`src/design/pid_position_loop_settle_detect_assert.svh`:
```
// Assertion macros used by the position loop core.
`ifndef PID_POSITION_LOOP_SETTLE_DETECT_ASSERT_SVH
`define PID_POSITION_LOOP_SETTLE_DETECT_ASSERT_SVH

// Same-cycle implication, disabled while reset is active.
`define PIDPLS_ASSERT_NOW(label, clk, rstn, ante, cons) \
  label: assert property (@(posedge clk) disable iff (!(rstn)) (ante) |-> (cons)) \
    else $error("pidpls assertion failed");

// Next-cycle implication, disabled while reset is active.
`define PIDPLS_ASSERT_NEXT(label, clk, rstn, ante, cons) \
  label: assert property (@(posedge clk) disable iff (!(rstn)) (ante) |=> (cons)) \
    else $error("pidpls assertion failed");

`endif

```
`src/design/pidpls_pkg.sv`:
```
// Types and constants for the position loop with settle and stall detection.
`default_nettype none

package pidpls_pkg;

  localparam int PositionBits = 24;
  localparam int GainFracBits = 8;
  localparam int ErrBits      = PositionBits + 1;
  localparam int DerivBits    = PositionBits + 2;
  localparam int SumBits      = 32;
  localparam int CfgIdxBits   = 8;
  localparam int CfgDataBits  = 32;

  typedef enum logic [CfgIdxBits-1:0] {
    REG_GAIN_P             = 8'd0,
    REG_GAIN_I             = 8'd1,
    REG_GAIN_D             = 8'd2,
    REG_SETTLE_ERROR_LIMIT = 8'd3,
    REG_SETTLE_TICKS       = 8'd4,
    REG_STALL_RATE_LIMIT   = 8'd5,
    REG_STALL_TICKS        = 8'd6,
    REG_DRIVE_LIMIT        = 8'd7
  } cfg_reg_e;

  localparam logic [15:0] RstGainP      = 16'd256;
  localparam logic [15:0] RstGainI      = 16'd0;
  localparam logic [15:0] RstGainD      = 16'd0;
  localparam logic [23:0] RstSettleErr  = 24'd10;
  localparam logic [15:0] RstSettleTick = 16'd10;
  localparam logic [23:0] RstStallRate  = 24'd1;
  localparam logic [15:0] RstStallTick  = 16'd100;
  localparam logic [14:0] RstDriveLimit = 15'd12000;

  typedef struct packed {
    logic signed [PositionBits-1:0] measured_position;
    logic signed [PositionBits-1:0] target_position;
    logic                           restart;
  } in_t;

  typedef struct packed {
    logic signed [15:0] drive;
    logic               settled;
    logic               stalled;
  } out_t;

  typedef struct packed {
    logic [15:0] gain_p;
    logic [15:0] gain_i;
    logic [15:0] gain_d;
    logic [23:0] settle_error_limit;
    logic [15:0] settle_ticks;
    logic [23:0] stall_rate_limit;
    logic [15:0] stall_ticks;
    logic [14:0] drive_limit;
  } cfg_t;

endpackage

`default_nettype wire

```
`src/design/pidpls_cfg.sv`:
```
// Configuration register file for the position loop.
`default_nettype none

module pidpls_cfg (
  input  wire logic                                clk_i,
  input  wire logic                                rst_ni,
  input  wire logic                                cfg_valid_i,
  output logic                                     cfg_ready_o,
  input  wire logic [pidpls_pkg::CfgIdxBits-1:0]   cfg_index_i,
  input  wire logic [pidpls_pkg::CfgDataBits-1:0]  cfg_data_i,
  output pidpls_pkg::cfg_t                         cfg_o
);

  pidpls_pkg::cfg_t cfg_q;

  assign cfg_ready_o = 1'b1;
  assign cfg_o       = cfg_q;

  always_ff @(posedge clk_i or negedge rst_ni) begin
    if (!rst_ni) begin
      cfg_q.gain_p             <= pidpls_pkg::RstGainP;
      cfg_q.gain_i             <= pidpls_pkg::RstGainI;
      cfg_q.gain_d             <= pidpls_pkg::RstGainD;
      cfg_q.settle_error_limit <= pidpls_pkg::RstSettleErr;
      cfg_q.settle_ticks       <= pidpls_pkg::RstSettleTick;
      cfg_q.stall_rate_limit   <= pidpls_pkg::RstStallRate;
      cfg_q.stall_ticks        <= pidpls_pkg::RstStallTick;
      cfg_q.drive_limit        <= pidpls_pkg::RstDriveLimit;
    end else if (cfg_valid_i) begin
      // Drop writes to unmapped indexes.
      unique case (cfg_index_i)
        pidpls_pkg::REG_GAIN_P:             cfg_q.gain_p             <= cfg_data_i[15:0];
        pidpls_pkg::REG_GAIN_I:             cfg_q.gain_i             <= cfg_data_i[15:0];
        pidpls_pkg::REG_GAIN_D:             cfg_q.gain_d             <= cfg_data_i[15:0];
        pidpls_pkg::REG_SETTLE_ERROR_LIMIT: cfg_q.settle_error_limit <= cfg_data_i[23:0];
        pidpls_pkg::REG_SETTLE_TICKS:       cfg_q.settle_ticks       <= cfg_data_i[15:0];
        pidpls_pkg::REG_STALL_RATE_LIMIT:   cfg_q.stall_rate_limit   <= cfg_data_i[23:0];
        pidpls_pkg::REG_STALL_TICKS:        cfg_q.stall_ticks        <= cfg_data_i[15:0];
        pidpls_pkg::REG_DRIVE_LIMIT:        cfg_q.drive_limit        <= cfg_data_i[14:0];
        default: ;
      endcase
    end
  end

endmodule

`default_nettype wire

```
`src/design/pidpls_core.sv`:
```
// Control law, integral, settle and stall tracking: one tick per step.
`default_nettype none

`include "pid_position_loop_settle_detect_assert.svh"

module pidpls_core (
  input  wire logic              clk_i,
  input  wire logic              rst_ni,
  input  wire logic              step_i,
  input  wire pidpls_pkg::in_t   in_i,
  input  wire pidpls_pkg::cfg_t  cfg_i,
  output pidpls_pkg::out_t       res_o
);

  localparam int ErrBits   = pidpls_pkg::ErrBits;
  localparam int DerivBits = pidpls_pkg::DerivBits;
  localparam int SumBits   = pidpls_pkg::SumBits;
  localparam int FracBits  = pidpls_pkg::GainFracBits;
  localparam int TotBits   = 17 + SumBits + 2;
  localparam int MagBits   = DerivBits + 24;

  localparam logic signed [SumBits:0] SumMax = {2'b00, {(SumBits-1){1'b1}}};
  localparam logic signed [SumBits:0] SumMin = {2'b11, {(SumBits-1){1'b0}}};

  logic signed [ErrBits-1:0] last_error_q;
  logic signed [SumBits-1:0] error_sum_q;
  logic [15:0]               settle_count_q;
  logic [16:0]               stall_count_q;
  logic                      settled_q, stalled_q;

  logic signed [ErrBits-1:0] eff_last, err, last_error_d;
  logic signed [SumBits-1:0] eff_sum, error_sum_d;
  logic [15:0]               eff_settle, settle_count_d;
  logic [16:0]               eff_stall, stall_count_d;
  logic                      eff_settled, eff_stalled;
  logic signed [DerivBits-1:0] deriv;
  logic signed [SumBits:0]   acc;
  logic signed [SumBits-1:0] acc_sat;
  logic [1:0]                sgn_err, sgn_last;
  logic signed [16:0]        gp, gi, gd;
  logic signed [TotBits-1:0] total, lim;
  logic signed [15:0]        drive_calc, drive_lim;
  logic [ErrBits-1:0]        mag_err;
  logic [DerivBits-1:0]      mag_deriv;
  logic                      settle_hit, stall_hit, done_before;

  // Restart clears the tick's view of the state before anything else.
  always_comb begin
    eff_last    = in_i.restart ? '0 : last_error_q;
    eff_sum     = in_i.restart ? '0 : error_sum_q;
    eff_settle  = in_i.restart ? '0 : settle_count_q;
    eff_stall   = in_i.restart ? '0 : stall_count_q;
    eff_settled = in_i.restart ? 1'b0 : settled_q;
    eff_stalled = in_i.restart ? 1'b0 : stalled_q;
    done_before = eff_settled | eff_stalled;
  end

  always_comb begin
    err   = ErrBits'(in_i.target_position) - ErrBits'(in_i.measured_position);
    deriv = DerivBits'(err) - DerivBits'(eff_last);

    acc = (SumBits+1)'(eff_sum) + (SumBits+1)'(err);
    if (acc > SumMax)      acc_sat = SumMax[SumBits-1:0];
    else if (acc < SumMin) acc_sat = SumMin[SumBits-1:0];
    else                   acc_sat = acc[SumBits-1:0];

    // Sign code: negative flag and nonzero flag.
    sgn_err  = {err[ErrBits-1], err != '0};
    sgn_last = {eff_last[ErrBits-1], eff_last != '0};

    error_sum_d = (cfg_i.gain_i != '0) ? acc_sat : eff_sum;
    if (sgn_err != sgn_last) error_sum_d = '0;
  end

  always_comb begin
    gp    = $signed({1'b0, cfg_i.gain_p});
    gi    = $signed({1'b0, cfg_i.gain_i});
    gd    = $signed({1'b0, cfg_i.gain_d});
    total = TotBits'(gp) * TotBits'(err) + TotBits'(gi) * TotBits'(error_sum_d)
          + TotBits'(gd) * TotBits'(deriv);
    lim   = TotBits'({cfg_i.drive_limit, FracBits'(0)});
    drive_lim = $signed({1'b0, cfg_i.drive_limit});
    if (total >= lim)       drive_calc = drive_lim;
    else if (total <= -lim) drive_calc = -drive_lim;
    else                    drive_calc = total[FracBits +: 16];
  end

  always_comb begin
    mag_err   = err[ErrBits-1] ? ErrBits'(-err) : ErrBits'(err);
    mag_deriv = deriv[DerivBits-1] ? DerivBits'(-deriv) : DerivBits'(deriv);

    if (MagBits'(mag_err) < MagBits'(cfg_i.settle_error_limit)) begin
      settle_count_d = (eff_settle == 16'hFFFF) ? eff_settle : eff_settle + 16'd1;
    end else begin
      settle_count_d = '0;
    end
    settle_hit = settle_count_d >= cfg_i.settle_ticks;

    stall_count_d = eff_stall;
    if (!settle_hit && (MagBits'(mag_deriv) < MagBits'(cfg_i.stall_rate_limit))
        && (eff_stall != 17'h1FFFF)) begin
      stall_count_d = eff_stall + 17'd1;
    end
    stall_hit    = !settle_hit && (stall_count_d > 17'(cfg_i.stall_ticks));
    last_error_d = err;
  end

  always_comb begin
    if (done_before) begin
      res_o.drive   = '0;
      res_o.settled = eff_settled;
      res_o.stalled = eff_stalled;
    end else begin
      res_o.drive   = (settle_hit || stall_hit) ? 16'sd0 : drive_calc;
      res_o.settled = settle_hit;
      res_o.stalled = stall_hit;
    end
  end

  always_ff @(posedge clk_i or negedge rst_ni) begin
    if (!rst_ni) begin
      last_error_q   <= '0;
      error_sum_q    <= '0;
      settle_count_q <= '0;
      stall_count_q  <= '0;
      settled_q      <= 1'b0;
      stalled_q      <= 1'b0;
    end else if (step_i && !done_before) begin
      last_error_q   <= last_error_d;
      error_sum_q    <= error_sum_d;
      settle_count_q <= settle_count_d;
      stall_count_q  <= stall_count_d;
      settled_q      <= settle_hit;
      stalled_q      <= stall_hit;
    end
  end

  `PIDPLS_ASSERT_NOW(a_flags_exclusive, clk_i, rst_ni, 1'b1, !(settled_q && stalled_q))
  `PIDPLS_ASSERT_NOW(a_latched_drive_zero, clk_i, rst_ni,
                     step_i && !in_i.restart && (settled_q || stalled_q), res_o.drive == '0)
  `PIDPLS_ASSERT_NEXT(a_latched_holds_sum, clk_i, rst_ni,
                      step_i && !in_i.restart && (settled_q || stalled_q),
                      $stable(error_sum_q) && $stable(stall_count_q))
  `PIDPLS_ASSERT_NOW(a_drive_only_running, clk_i, rst_ni,
                     res_o.drive != '0, !res_o.settled && !res_o.stalled)

endmodule

`default_nettype wire

```
`src/design/pid_position_loop_settle_detect.sv`:
```
// Top level: position PID loop with settle and stall detection.
//
// Input channel (in_valid_i/in_ready_o, in_data_i) carries one control tick:
// measured and target position plus a restart bit that clears the loop state
// before that tick. Output channel (out_valid_o/out_ready_i, out_data_o)
// returns one beat per tick: the clamped drive and the settled/stalled flags.
// Configuration (cfg_valid_i/cfg_ready_o, cfg_index_i, cfg_data_i) writes
// gains and limits; it is always ready, and writes to unmapped indexes drop.
// A tick goes through an input register, one combinational pass (three gain
// products, sum, clamp, counters) and a result register, which drives
// out_valid_o; one tick per cycle is sustained while the receiver takes every
// beat.
// The loop state updates in the same pass, so each tick sees the state left by
// the one before it.
// If the receiver stalls, the result register holds its beat and the input
// register takes one more tick; in_ready_o drops only when both are full.
// Reset empties both registers, restores register defaults and clears the
// integral, previous error, both counters and both flags.
`default_nettype none

module pid_position_loop_settle_detect (
  input  wire logic                               clk_i,
  input  wire logic                               rst_ni,
  input  wire logic                               in_valid_i,
  output logic                                    in_ready_o,
  input  wire pidpls_pkg::in_t                    in_data_i,
  output logic                                    out_valid_o,
  input  wire logic                               out_ready_i,
  output pidpls_pkg::out_t                        out_data_o,
  input  wire logic                               cfg_valid_i,
  output logic                                    cfg_ready_o,
  input  wire logic [pidpls_pkg::CfgIdxBits-1:0]  cfg_index_i,
  input  wire logic [pidpls_pkg::CfgDataBits-1:0] cfg_data_i
);

  pidpls_pkg::cfg_t cfg;
  pidpls_pkg::in_t  in_q;
  pidpls_pkg::out_t res, out_q;
  logic             in_valid_q, out_valid_q;
  logic             advance;

  // Advance when a tick waits and the result slot is free or draining.
  assign advance     = in_valid_q && (!out_valid_q || out_ready_i);
  assign in_ready_o  = !in_valid_q || advance;
  assign out_valid_o = out_valid_q;
  assign out_data_o  = out_q;

  always_ff @(posedge clk_i or negedge rst_ni) begin
    if (!rst_ni) begin
      in_valid_q  <= 1'b0;
      out_valid_q <= 1'b0;
    end else begin
      if (in_ready_o) in_valid_q <= in_valid_i;
      if (advance) out_valid_q <= 1'b1;
      else if (out_ready_i) out_valid_q <= 1'b0;
    end
  end

  always_ff @(posedge clk_i) begin
    if (in_valid_i && in_ready_o) in_q <= in_data_i;
    if (advance) out_q <= res;
  end

  pidpls_cfg u_cfg (
    .clk_i       (clk_i),
    .rst_ni      (rst_ni),
    .cfg_valid_i (cfg_valid_i),
    .cfg_ready_o (cfg_ready_o),
    .cfg_index_i (cfg_index_i),
    .cfg_data_i  (cfg_data_i),
    .cfg_o       (cfg)
  );

  pidpls_core u_core (
    .clk_i  (clk_i),
    .rst_ni (rst_ni),
    .step_i (advance),
    .in_i   (in_q),
    .cfg_i  (cfg),
    .res_o  (res)
  );

endmodule

`default_nettype wire
```
`config.mk`:
```
export PLATFORM = sky130hd
export DESIGN_NAME = pid_position_loop_settle_detect
export DESIGN_NICKNAME = d
export VERILOG_FILES = /design/src/design/pidpls_pkg.sv /design/src/design/pidpls_cfg.sv /design/src/design/pidpls_core.sv /design/src/design/pid_position_loop_settle_detect.sv
export VERILOG_INCLUDE_DIRS = /design/src /design/src/design
export SDC_FILE = /design/constraint.sdc
export NUM_CORES = 2
export LEC_CHECK = 0
export ABC_AREA = 1
export BUFFER_PORTS_ARGS = -buffer_cell sky130_fd_sc_hd__clkbuf_2
export CAP_MARGIN = 20
export CORE_MARGIN = 5
export CORE_UTILIZATION = 40
export CTS_CLUSTER_DIAMETER = 40
export DETAILED_ROUTE_END_ITERATION = 10
export SLEW_MARGIN = 20
export SYNTH_ARGS = -nofsm -noshare
export SYNTH_HDL_FRONTEND = slang
export SYNTH_SLANG_ARGS = --single-unit
```
`constraint.sdc`:
```
create_clock -name clk_i -period 17.6 [get_ports clk_i]
set_clock_uncertainty 0.2 [all_clocks]
set_input_delay 1.76 -clock clk_i [delete_from_list [all_inputs] [get_ports clk_i]]
set_output_delay 1.76 -clock clk_i [all_outputs]
set_load 0.02 [all_outputs]
```
# Word level (Yosys, flattened, before mapping)
# Index checks and enable logic that the tools add are counted.
# classes
eq_ne	10
shift	0
n_mul	3
reduce_logical	28
div	0
bitwise	1
addsub	11
n_lt_le_gt_ge	8
n_mux	20
# op_table
op	count
2-to-1 mux 32 bit	5
adder 51 bit	2
2-to-1 mux 16 bit	5
greater-or-equal comparator 51 x 24 -> 1 bit	1
less-or-equal comparator 51 bit	1
negation 23 -> 51 bit	1
2-to-1 mux 25 bit	2
nonzero test 25 bit	2
multiplier 17 x 32 -> 49 bit	1
multiplier 17 x 26 -> 43 bit	1
multiplier 17 x 25 -> 42 bit	1
2-to-1 mux 17 bit	2
adder 32 x 25 -> 33 bit	1
greater-than comparator 33 x 32 -> 1 bit (second input constant)	1
less-than comparator 33 x 32 -> 1 bit (second input constant)	1
== test 8 x 3 -> 1 bit (second input constant)	4
less-than comparator 26 x 24 -> 1 bit	1
2-to-1 mux 26 bit	1
negation 26 bit	1
subtractor 25 x 25 -> 26 bit	1
less-than comparator 25 x 24 -> 1 bit	1
negation 25 bit	1
subtractor 24 x 24 -> 25 bit	1
adder 17 x 1 -> 17 bit (second input constant)	1
21 further kinds	42
# totals
ram_bits	0
word_cells	104
inputBits	94
regBits	304
mem_bits_ro	0
latch_bits	0
memories	0
out_inout_bits	21

# Depth between registers and ports, before layout
# logic_depth
ltp_word	14
mapped_depth	92
mapped_depth_nobuf	88

# Cells and area by module
# From an unflattened synthesis, not the netlist that was laid out.
# hier_totals
hier_cells	9097
hier_area_um2	73016.3
# by_module_without_submodules
mod	area_per_inst_um2	cells_per_inst	n_inst
pidpls_core	65091.2	8357	1
pidpls_cfg	5818.1	661	1
pid_position_loop_settle_detect	2107.0	79	1

# Worst setup path before layout
# Ideal clock, no wire load.
# synth_path
path_kind	flip-flop to flip-flop
start	register in_q[25] (netlist bit)
end	register out_q (netlist bit out_data_o[5]) (data pin)
path_stages_with_launch	75
slack_ns	4.364
n_path_buf	4
setup_time_ns	0.253
required_time_ns	17.147
arrival_ns	12.783
cell_sequence	edfxtp_1 > ha_1 > fa_1 > inv_1 > nand3_1 > nand2_1 > nand2_1 > nand2_2 > a21oi_1 > or2_1 > nand2_2 > inv_1 > clkbuf_1 > ha_1 > nand2_1 > inv_1 > a21oi_1 > o21ai_0 > [39 not listed] > a21oi_1 > nand3_1 > nand4_1 > nand2_1 > or2_2 > nand2_1 > inv_1 > ha_1 > nand2_1 > inv_1 > a221oi_1 > nand3_1 > nand3_1 > buf_2 > buf_6 > nor2_1 > nor2_1 > nor2_1
# synth_via
elab_chain_cells	14
# synth_rtl
element	line	source
start, declared	pid_position_loop_settle_detect.sv:37	pidpls_pkg::in_t in_q;
start signal, assigned	pid_position_loop_settle_detect.sv:60	if (in_valid_i && in_ready_o) in_q <= in_data_i;
subtractor 24 x 24 -> 25 bit *	pidpls_core.sv:59	err = ErrBits'(in_i.target_position) - ErrBits'(in_i.measured_position);
named net u_core.err[10]	pidpls_core.sv:31	logic signed [ErrBits-1:0] eff_last, err, last_error_d;
branches (longest 13 deep; another with adder 51 bit)	n/a	
end signal, assigned	pid_position_loop_settle_detect.sv:61	if (advance) out_q <= res;
end, declared	pid_position_loop_settle_detect.sv:38	pidpls_pkg::out_t res, out_q;
# Mark *: on every way through the listed nets, which the timed path passes.
# A chain may end at the register's enable or synchronous reset.

# Worst setup path after layout
# layout_path
start	register in_q[25] (netlist bit)
end	register out_q (netlist bit out_data_o[17]) (data pin)
# layout_via
elab_chain_cells	14
# layout_rtl
element	line
subtractor 24 x 24 -> 25 bit *	pidpls_core.sv:59
branches (longest 13 deep; another with adder 51 bit)	n/a
# Every way passes the cells marked *.

==> results.sh <==
export IMPL_drt_antenna_violating_nets=0
export IMPL_rows=159
export IMPL_gp_congestion=0.991
export IMPL_dp_final_hpwl_microns=215000
export IMPL_placed_cells=12200
export IMPL_syn_avg_cell_area_sq_um=7.69
export IMPL_slowest_stage="nor2_4"
export IMPL_tritoncts="done"
export IMPL_cts_buffers=72
export IMPL_syn_inst=9801
export IMPL_nFillCells=19000
export IMPL_endpoint_kind="flip-flop"
export IMPL_drv_slew=0
export IMPL_mostFrequentLayoutCell="inv_1"
export IMPL_post_cts_setup_buffers=0
export IMPL_grt_max_degree=103
export IMPL_antenna_found_initial=15
export IMPL_grt_ovfl_total=0
export IMPL_clock_path_buffers=3
export IMPL_grt_pass1_vias=67000
export IMPL_die_w_microns=444
export IMPL_initial_core_util_pct=40.2
export IMPL_layout_min_cycle_time_ns=16.58
export IMPL_cp_num_buf_inv=11
export IMPL_slowest_delay_ns=0.54
export IMPL_ioPinCount=115
export IMPL_post_drt_wl_per_cell_microns=21.3
export IMPL_startpoint_type="flip-flop"
export IMPL_async_flop_share_pct=78.0
export IMPL_worstSetupPathType="flip-flop to flip-flop"
export IMPL_via_per_inst=5.25
export IMPL_ys_warn_count=0
export IMPL_cp_top_family="simple AND/OR/NAND/NOR gates"
export IMPL_synth_area_sq_um=75300
export IMPL_drc=0
export IMPL_finalCritPeriodShare_pct=94.2
export IMPL_htreeDepth=3
export IMPL_multi_input_area_sq_um=57300
export IMPL_clkSinkCount=304
export IMPL_synth_enable_flop_cells=67
export IMPL_outcome="finished clean"
export IMPL_rsz0062_at_grt="no"
export IMPL_wl_microns=264000
export IMPL_clkSlewWorstSetupHoldPaths_ns=0.05
export IMPL_port_buffers=105
export IMPL_finalSetupTns_ns=0
export IMPL_required_ns=17.95
export IMPL_stdcell_count=12400
export IMPL_maxCapViolations=0
export IMPL_setup_viol=0
export IMPL_synthFlopType="dfrtp_1"
export IMPL_die_h_microns=444
export IMPL_slew_headroom_pct=23.6
export IMPL_final_layout_size_suffix_gt1_share_pct=5.84
export IMPL_clock_root_buffer="clkbuf_16"
export IMPL_hold_path_class="flip-flop to flip-flop"
export IMPL_ys_seq_area_share_pct=10.6
export IMPL_clock_fmax_mhz=60.3
export IMPL_synth_cell_types=67
export IMPL_ys_ff_latch=304
export IMPL_die_area_sq_um=197000
export IMPL_num_vias=65100
export IMPL_cts_hold_buf=0
export IMPL_final_cell_mix="2312 x inv_1, 1843 x nand2_1, 1338 x fa_1"
export IMPL_insertion_delay_ns=0.74
export IMPL_synth_nets=11800
export IMPL_crit_top_cell="nand2_1"
export IMPL_register_area_sq_um=7960
export IMPL_drt_iter0_drc=6042
export IMPL_grt_first_pass_wirelength_microns=404000
export IMPL_finalHoldViolCount=0
export IMPL_final_nets=11800
export IMPL_crit_path_max_fanout=29
export IMPL_coreArea_sq_um=188000
export IMPL_arrival_ns=16.94
export IMPL_whs_ns=0.279
export IMPL_syn2layout_area_growth_pct=8.15
export IMPL_worst_pin_slew_ns=1.15
export IMPL_post_route_util_pct=43.4
export IMPL_grt_usage_pct=26.9
export IMPL_dr_pass1_iters=6
-- worst paths after layout --
path	start	end	slack, ns	depth (start not counted)
worst min register to register	u_core.error_sum_q[5]$_DFFE_PN0P_	u_core.error_sum_q[5]$_DFFE_PN0P_	0.28	2
worst max-delay path	in_q[25]$_DFFE_PP_	out_data_o[17]$_SDFFCE_PP0P_	1.02	78
worst max register to register	in_q[25]$_DFFE_PP_	out_data_o[17]$_SDFFCE_PP0P_	1.02	78
max in group asynchronous	rst_ni	u_core.last_error_q[5]$_DFFE_PN0P_	14.34	3
min in group asynchronous	rst_ni	u_cfg.cfg_o[140]$_DFFE_PN0P_	0.79	1
worst min-delay path	u_core.error_sum_q[5]$_DFFE_PN0P_	u_core.error_sum_q[5]$_DFFE_PN0P_	0.28	2
-- layer usage --
metal  share of wire, %  wire length [microns]  up-vias  global-route usage, %
li1                   -                      -    29500                      -
met1                 41                 108000    32300                   35.9
met2                 44                 117000     2716                   42.1
met3                8.7                  23100      507                   4.99
met4                6.0                  15900        4                   13.6
met5             0.0098                     26        -                      0
-- layout make-up --
cell class                      instances  area share [%]
Sequential cell                       304            9.77
Tap cell                             2495            3.83
Multi-Input combinational cell       6845            70.3
Antenna cell                           22          0.0676
Clock buffer                           82            2.29
Inverter                             2346            10.8
Timing Repair Buffer                  259            2.08
Clock inverter                         52           0.805
-- what timing repair did --
| action | in CTS | in global routing |
|---|---|---|
| setup endpoints to repair | 0 | 16 |
| resized for setup | 0 | 2 |
| hold endpoints to repair | 0 | 0 |
-- cell families (layout without fill, tap and decap cells) --
logic type	after synthesis	count (layout)	share of synthesized area, %
simple gates	3745	3746	20.9
buf+inv	2653	2739	13.5
fa+ha+maj	1926	1926	45.3
compound gates	894	894	6.45
flops	304	304	10.6
xor+xnor	278	278	3.23
other cells	1	23	0.00498
-- tightest hold or removal path, stage by stage, from the launching register on --
cell and delay (ns):
dfrtp_1 0.33, nand2_1 0.05, nand2_1 0.06
-- cell usage after synthesis (67+ instances only) --
cell type,n,area share [%]
xor2_1,185,2.2
clkbuf_1,225,1.1
ha_1,588,9.8
nor2_1,1036,5.2
inv_1,2314,12
nand3_1,521,3.5
a21oi_1,363,2.4
fa_1,1338,36
xnor2_1,93,1.1
nand2_1,1845,9.2
nand4_1,83,0.69
o21ai_0,369,2.5
dfrtp_1,221,7.3
edfxtp_1,67,2.7
-- stage by stage --
step / setup slack [ns] / cell area (sq um)
2_1_floorplan: 4.36 / 75300
3_5_place_dp: 1.18 / 78900
3_3_place_gp: 1.35 / 78900
5_1_grt: 0.0395 / 81400
4_1_cts: 1.03 / 81400
6_report: 1.02 / 81500
-- registers in the layout, indices dropped and copies added (netlist names) --
| register | flops |
|---|---|
| in_q | 49 |
| in_valid_q | 1 |
| out_data_o | 18 |
| out_valid_o | 1 |
| u_cfg.cfg_o | 143 |
| u_core.error_sum_q | 32 |
| u_core.last_error_q | 25 |
| u_core.settle_count_q | 16 |
| u_core.settled_q | 1 |
| u_core.stall_count_q | 17 |
| u_core.stalled_q | 1 |
Power is not shown: default switching activity piles up to over one toggle a cycle in this logic, so the estimate is an artifact.
